[src/hw/rtl/ple_pkg.sv]
// Package for the positional list engine.
// Holds the list sizing constants, the request and status codes and the cell control struct.
// No dependencies.
`timescale 1ns / 1ps

package ple_pkg;

    // List capacity, the data and port widths, and the widths that follow from the capacity.
    localparam int CAPACITY = 16;
    localparam int DATA_W   = 32;
    localparam int POS_W    = 5;
    localparam int OUT_CNT_W = 5;
    localparam int IDX_W    = $clog2(CAPACITY);
    localparam int CNT_W    = $clog2(CAPACITY + 1);
    // Width used for position compares against cell indexes and the entry count.
    localparam int CMP_IDX_W = (POS_W > IDX_W) ? POS_W : IDX_W;
    localparam int CMP_CNT_W = (POS_W > CNT_W) ? POS_W : CNT_W;

    // Request codes.
    typedef enum logic [1:0] {
        ACT_INSERT = 2'd0,
        ACT_READ   = 2'd1,
        ACT_UPDATE = 2'd2,
        ACT_REMOVE = 2'd3
    } action_t;

    // Result status codes.
    typedef enum logic [1:0] {
        ST_OK    = 2'd0,
        ST_RANGE = 2'd1,
        ST_FULL  = 2'd2
    } status_t;

    // Control broadcast to every cell of the row.
    typedef struct packed {
        logic              ins;
        logic              upd;
        logic              rem;
        logic [POS_W-1:0]  pos;
        logic [DATA_W-1:0] value;
    } cell_ctrl_t;

endpackage

[src/hw/rtl/ple_cell.sv]
// One storage cell of the positional list row.
// Loads the new value, its left neighbor or its right neighbor as the broadcast control asks.
// Depends on ple_pkg.
`timescale 1ns / 1ps

module ple_cell
    import ple_pkg::*;
(
    input  logic              aclk,
    input  logic [IDX_W-1:0]  cell_index,
    input  cell_ctrl_t        ctrl,
    input  logic [DATA_W-1:0] left_data,
    input  logic [DATA_W-1:0] right_data,
    output logic [DATA_W-1:0] q
);

    logic [DATA_W-1:0]    data_reg;
    logic [DATA_W-1:0]    data_next;
    logic [CMP_IDX_W-1:0] idx_ext;
    logic [CMP_IDX_W-1:0] pos_ext;

    assign idx_ext = CMP_IDX_W'(cell_index);
    assign pos_ext = CMP_IDX_W'(ctrl.pos);

    // An insert shifts cells above the position up, a remove shifts cells at and above it down.
    always_comb begin
        data_next = data_reg;
        if (ctrl.ins) begin
            if (idx_ext == pos_ext) begin
                data_next = ctrl.value;
            end else if (idx_ext > pos_ext) begin
                data_next = left_data;
            end
        end else if (ctrl.upd) begin
            if (idx_ext == pos_ext) begin
                data_next = ctrl.value;
            end
        end else if (ctrl.rem) begin
            if (idx_ext >= pos_ext) begin
                data_next = right_data;
            end
        end
    end

    // Payload storage needs no reset.
    always_ff @(posedge aclk) begin
        data_reg <= data_next;
    end

    assign q = data_reg;

endmodule

[src/hw/rtl/ple_chain.sv]
// Row of list cells with neighbor links and the read select.
// Each cell can take data from its neighbors under one broadcast control word.
// Depends on ple_pkg and ple_cell.
`timescale 1ns / 1ps

module ple_chain
    import ple_pkg::*;
(
    input  logic              aclk,
    input  cell_ctrl_t        ctrl,
    output logic [DATA_W-1:0] rd_data
);

    logic [DATA_W-1:0] q [CAPACITY];
    logic [IDX_W-1:0]  rd_index;

    // Build the row; the end cells link to the request value and to themselves.
    for (genvar i = 0; i < CAPACITY; i++) begin : g_cell
        logic [DATA_W-1:0] left_data;
        logic [DATA_W-1:0] right_data;

        if (i == 0) begin : g_first
            assign left_data = ctrl.value;
        end else begin : g_mid_left
            assign left_data = q[i-1];
        end

        if (i == CAPACITY - 1) begin : g_last
            assign right_data = q[i];
        end else begin : g_mid_right
            assign right_data = q[i+1];
        end

        ple_cell u_cell (
            .aclk       (aclk),
            .cell_index (IDX_W'(i)),
            .ctrl       (ctrl),
            .left_data  (left_data),
            .right_data (right_data),
            .q          (q[i])
        );
    end

    // The addressed cell, used only when the position is below the entry count.
    assign rd_index = IDX_W'(ctrl.pos);
    assign rd_data  = q[rd_index];

endmodule

[src/hw/rtl/positional_list_engine.sv]
// Positional list engine: an ordered list of signed 32-bit values in a row of shifting cells.
// The result of an accepted request is registered and shown in the next cycle; one request per cycle is taken
// while the result register is empty or being drained, since every cell shifts in parallel.
// Reset (aresetn, synchronous, active low) empties the list and the result register.
// Cell contents are not reset; only cells below the entry count are ever read.
// Depends on ple_pkg, ple_chain and ple_cell.
`timescale 1ns / 1ps

module positional_list_engine
    import ple_pkg::*;
(
    input  logic                     aclk,
    input  logic                     aresetn,
    input  logic                     s_valid,
    output logic                     s_ready,
    input  logic [1:0]               s_action,
    input  logic [POS_W-1:0]         s_position,
    input  logic signed [DATA_W-1:0] s_value,
    output logic                     m_valid,
    input  logic                     m_ready,
    output logic signed [DATA_W-1:0] m_data,
    output logic [OUT_CNT_W-1:0]     m_count,
    output logic                     m_is_empty,
    output logic [1:0]               m_status
);

    logic                 m_valid_reg;
    logic                 m_valid_next;
    logic [DATA_W-1:0]    m_data_reg;
    logic [OUT_CNT_W-1:0] m_count_reg;
    logic                 m_is_empty_reg;
    status_t              m_status_reg;
    logic [CNT_W-1:0]     count_reg;
    logic [CNT_W-1:0]     count_next;

    logic                 s_fire;
    logic [CMP_CNT_W-1:0] pos_ext;
    logic [CMP_CNT_W-1:0] cnt_ext;
    status_t              status;
    logic                 op_ok;
    logic [DATA_W-1:0]    rd_data;
    logic [DATA_W-1:0]    res_data;
    cell_ctrl_t           ctrl;

    // The result register frees up in the cycle it is taken.
    assign s_ready = !m_valid_reg || m_ready;
    assign s_fire  = s_valid && s_ready;

    assign pos_ext = CMP_CNT_W'(s_position);
    assign cnt_ext = CMP_CNT_W'(count_reg);

    // Range and capacity checks; the range check wins over the full check.
    always_comb begin
        status = ST_OK;
        if (s_action == ACT_INSERT) begin
            if (pos_ext > cnt_ext) begin
                status = ST_RANGE;
            end else if (count_reg == CNT_W'(CAPACITY)) begin
                status = ST_FULL;
            end
        end else if (pos_ext >= cnt_ext) begin
            status = ST_RANGE;
        end
    end

    assign op_ok = s_fire && (status == ST_OK);

    // Control word for the cell row.
    always_comb begin
        ctrl.ins   = op_ok && (s_action == ACT_INSERT);
        ctrl.upd   = op_ok && (s_action == ACT_UPDATE);
        ctrl.rem   = op_ok && (s_action == ACT_REMOVE);
        ctrl.pos   = s_position;
        ctrl.value = s_value;
    end

    ple_chain u_chain (
        .aclk    (aclk),
        .ctrl    (ctrl),
        .rd_data (rd_data)
    );

    // Entry count update and the returned value.
    always_comb begin
        count_next = count_reg;
        if (ctrl.ins) begin
            count_next = count_reg + CNT_W'(1);
        end else if (ctrl.rem) begin
            count_next = count_reg - CNT_W'(1);
        end
    end

    always_comb begin
        res_data = '0;
        if ((status == ST_OK) &&
            ((s_action == ACT_READ) || (s_action == ACT_REMOVE))) begin
            res_data = rd_data;
        end
    end

    always_comb begin
        m_valid_next = m_valid_reg;
        if (s_fire) begin
            m_valid_next = 1'b1;
        end else if (m_ready) begin
            m_valid_next = 1'b0;
        end
    end

    // Control state.
    always_ff @(posedge aclk) begin
        if (!aresetn) begin
            m_valid_reg <= 1'b0;
            count_reg   <= '0;
        end else begin
            m_valid_reg <= m_valid_next;
            count_reg   <= count_next;
        end
    end

    // Result payload, loaded with each transaction.
    always_ff @(posedge aclk) begin
        if (s_fire) begin
            m_data_reg     <= res_data;
            m_count_reg    <= OUT_CNT_W'(count_next);
            m_is_empty_reg <= (count_next == '0);
            m_status_reg   <= status;
        end
    end

    assign m_valid    = m_valid_reg;
    assign m_data     = m_data_reg;
    assign m_count    = m_count_reg;
    assign m_is_empty = m_is_empty_reg;
    assign m_status   = m_status_reg;

    // The entry count never exceeds the capacity.
    a_count_bound: assert property (@(posedge aclk) disable iff (!aresetn)
        count_reg <= CNT_W'(CAPACITY))
        else $error("entry count above capacity");

    // A successful insert grows the list by exactly one entry.
    a_insert_grows: assert property (@(posedge aclk) disable iff (!aresetn)
        ctrl.ins |=> (count_reg == $past(count_reg) + CNT_W'(1)))
        else $error("insert did not grow the list");

    // A failed request leaves the count alone and returns zero data.
    a_fail_clean: assert property (@(posedge aclk) disable iff (!aresetn)
        (s_fire && (status != ST_OK)) |=>
            ($stable(count_reg) && (m_data_reg == '0)))
        else $error("failed request changed the list or returned data");

    // A full status is only reported with a full list.
    a_full_count: assert property (@(posedge aclk) disable iff (!aresetn)
        (m_valid_reg && (m_status_reg == ST_FULL)) |->
            (m_count_reg == OUT_CNT_W'(CAPACITY)))
        else $error("full status with a list that is not full");

    // The empty flag agrees with the reported count.
    a_empty_flag: assert property (@(posedge aclk) disable iff (!aresetn)
        m_valid_reg |-> (m_is_empty_reg == (m_count_reg == '0)))
        else $error("empty flag disagrees with count");

endmodule
[config.mk]
export PLATFORM = sky130hd
export DESIGN_NAME = positional_list_engine
export DESIGN_NICKNAME = d
export VERILOG_FILES = /design/src/hw/rtl/ple_pkg.sv /design/src/hw/rtl/ple_cell.sv /design/src/hw/rtl/ple_chain.sv /design/src/hw/rtl/positional_list_engine.sv
export SDC_FILE = /design/constraint.sdc
export NUM_CORES = 2
export LEC_CHECK = 0
export ABC_CLOCK_PERIOD_IN_PS = 5400
export BUFFER_PORTS_ARGS = -buffer_cell sky130_fd_sc_hd__buf_2
export CAP_MARGIN = 20
export CELL_PAD_IN_SITES_DETAIL_PLACEMENT = 1
export CELL_PAD_IN_SITES_GLOBAL_PLACEMENT = 2
export CORE_MARGIN = 2
export CORE_UTILIZATION = 43
export CTS_BUF_LIST = sky130_fd_sc_hd__clkbuf_8 sky130_fd_sc_hd__clkbuf_16
export CTS_CLUSTER_SIZE = 8
export DETAILED_ROUTE_END_ITERATION = 7
export GPL_ROUTABILITY_DRIVEN = 0
export PLACE_DENSITY = 0.77
export SKIP_LAST_GASP = 1
export SLEW_MARGIN = 20
export SYNTH_ARGS = -nofsm -noshare
export SYNTH_HDL_FRONTEND = slang
export SYNTH_SLANG_ARGS = --single-unit
[constraint.sdc]
create_clock -name aclk -period 5.4 [get_ports aclk]
set_clock_uncertainty 0.05 [all_clocks]
set_input_delay 0 -clock aclk [delete_from_list [all_inputs] [get_ports aclk]]
set_output_delay 0 -clock aclk [all_outputs]
set_load 0.005 [all_outputs]
==> flow_summary.yaml <==
clock_tree:
  ctsHoldBuffers: 36
  clock_sinks: 558
  clkLatencyLatePin_ns: 0.62
  cts_buffer_depth: 3
  cts_setup_buffers: 0
  numCtsBuffers: 79
  root_buffer: "clkbuf_16"
  h-tree-depth: 3
  cts_resized: 0
  clkSlewWorstSetupHoldPaths_ns: 0.05
  cts_tree: "yes"
sta:
  setup_viol: 0
  setup_ws_ns: 1.22
  fin_tns_setup_ns: 0
  worst_pin_slew_ns: 1.19
  drv_slew: 0
  clock.fmax_mhz: 239
  fin_crit_sh: 0.774
  rsz0062_at_grt: "false"
  hold_violations: 0
  max-slew-margin-rel: 0.204
  fin_crit_ns: 4.18
setup_path:
  end_kind: "register"
  cp-start-kind: "register"
  path_max_fanout: 42
  startpoint: "cnt_ext[2]"
  arrival_ns: 4.60
  crit_type: "reg2reg"
  r2r_start: "cnt_ext[2]"
  cp.required_ns: 5.82
synth:
  avgSynthCellArea_um2: 11.5
  synth_area_mm2: 0.0306
  synth_edf_count: 552
  async_flop_share: 0
  ys.flop_type: "edfxtp_1"
  yosys-top-cells-area: "edfxtp_1 54%, nand2_1 8.8%, a22oi_1 7.1%, mux4_2 5.2%, a22o_1 4.6%"
  synth_seq_cells: 558
  synth_area_leader_cell: "edfxtp_1"
  seq_area_frac_synth: 0.546
  yosysWarnings: 0
  synth_top_area_frac: 0.542
  yosysUniqueCellTypes: 55
  syn_nets: 2718
  synthCells: 2667
power_and_ir_drop:
  p_seq_frac: 0.464
  switching_share: 0.250
  power_switching_mw: 2.65
  power.leakage_nw: 13.7
  p_int_mw: 7.96
  clkPwrFrac: 0.435
  p_total_mw: 10.6
  powerDensity_mw_per_mm2: 307
  comb_power_share: 0.101
  vdd_drop_max_uv: 210
grt:
  antenna_found_initial: 5
  grt_overflow: 0
  grt_first_pass_wirelength_um: 173000
  grt_max_degree: 226
  first_global_vias: 25303
  grtUsageTotal: 0.315
finish:
  fin_util: 0.492
  drive_gt1_frac: 0.158
  antenna_cells: 0
  n_fill_cell: 7348
  final_common_cell: "nand2_1"
  nNetsFinal: 2741
  synthToLayoutAreaGrowth_pct: 13.0
  largest_reg_flops: 512
  layout_common_cells: "714 x nand2_1, 552 x edfxtp_1, 288 x a22oi_1"
route:
  dr.pass1.iters: 5
  routed_via_density: 6.76
  ant_nets: 0
  wl_per_cell_um: 32.1
  vias: 24636
  drt_iter0_drc: 3216
  drc_errors: 0
  wl_um: 117000
floorplanning:
  die_w_um: 271
  rows: 97
  dieArea_mm2: 0.0732
  start_util: 0.436
  core_area_mm2: 0.0701
  io-pin-count: 85
  die_h_um: 271
worst_hold_path:
  min_from: "s_position[2]"
  hold_class: "in2reg"
placement:
  io_buffers: 84
  dp_hpwl_um: 66100
  dp_slack_ns: 1.29
outcome:
  run_status: "finished clean"
flow_run:
  maxCapViolCount: 0
[synthesized netlist by cell type (all sizes together) (3+ instances only)]
cell / n
a211oi: 33
nand2b: 5
o21ai: 35
a21o: 160
nor2b: 10
nor2: 34
or3: 3
mux4: 70
clkbuf: 121
o22ai: 31
mux2: 62
nor3: 8
o21a: 11
xnor2: 4
mux2i: 91
dfxtp: 6
a22o: 160
and2: 5
nand2: 716
o221ai: 30
nand3: 8
edfxtp: 552
buf: 127
and3: 4
a22oi: 288
inv: 12
a21oi: 51
ha: 8
nand4: 3
[stage by stage]
stage	hold slack, ns	instance area (um^2)	std cells
2_1_floorplan	0.0717	30600	2667
3_3_place_gp	0.222	32000	3512
3_5_place_dp	0.245	32000	3513
4_1_cts	0.0151	34500	3643
5_1_grt	0.0651	34500	3643
6_report	0.0595	34500	3643
[power groups by stage]
stage,sequential (mW),clock [mW],combinational (mW)
4_1_cts,4.92,4.66,1.06
6_report,4.92,4.61,1.08
3_3_place_gp,5.00,0,1.01
3_5_place_dp,5.00,0,1.03
2_1_floorplan,4.99,0,0.653
5_1_grt,4.92,4.81,1.15
[worst max-delay path: stages (launching register included)]
cell and delay, ns:
dfxtp_1 0.40, inv_1 0.13, ha_1 0.34, and4_1 0.25, nand3_2 0.15, a2111oi_4 0.41
buf_4 0.74, o21a_2 0.70, buf_4 0.52, a22oi_1 0.17, nand2_1 0.12
[routing by layer]
layer | global-route usage | vias to the layer above | share of wire
met2 | 0.482 | 1258 | 0.45
met5 | 0 | - | 0.00011
li1 | - | 10227 | -
met4 | 0.0987 | 2 | 0.028
met1 | 0.458 | 12931 | 0.43
met3 | 0.0549 | 218 | 0.086
[logic make-up after synthesis]
kind of cell / count (synthesis) / synth area share
AO/OA/AOI/OAI: 810 / 0.200
AND/OR/NAND/NOR: 804 / 0.103
flip-flops: 558 / 0.546
buffers and inverters: 260 / 0.0381
multiplexers: 223 / 0.108
adder cells (fa/ha/maj): 8 / 0.00328
XOR/XNOR: 4 / 0.00115
[final timing paths]
path         slack [ns]                        endpoint  depth (start not counted)
max reg2reg        1.22  u_chain.g_cell[4].u_cell.q[30]                         10
min reg2reg        0.52   u_chain.g_cell[9].u_cell.q[4]                          2
min                0.06                       m_data[8]                          3
max                1.22  u_chain.g_cell[4].u_cell.q[30]                         10
[final cells by class]
type,count,area (um^2),share of cell area
Timing Repair Buffer,190,1420,0.0410
Tap cell,940,1180,0.0341
Sequential cell,558,16700,0.483
Multi-Input combinational cell,1849,13000,0.378
Inverter,12,45.0,0.00130
Clock buffer,84,2100,0.0609
Clock inverter,10,55.1,0.00159
Power figures use the tool's default switching activity.
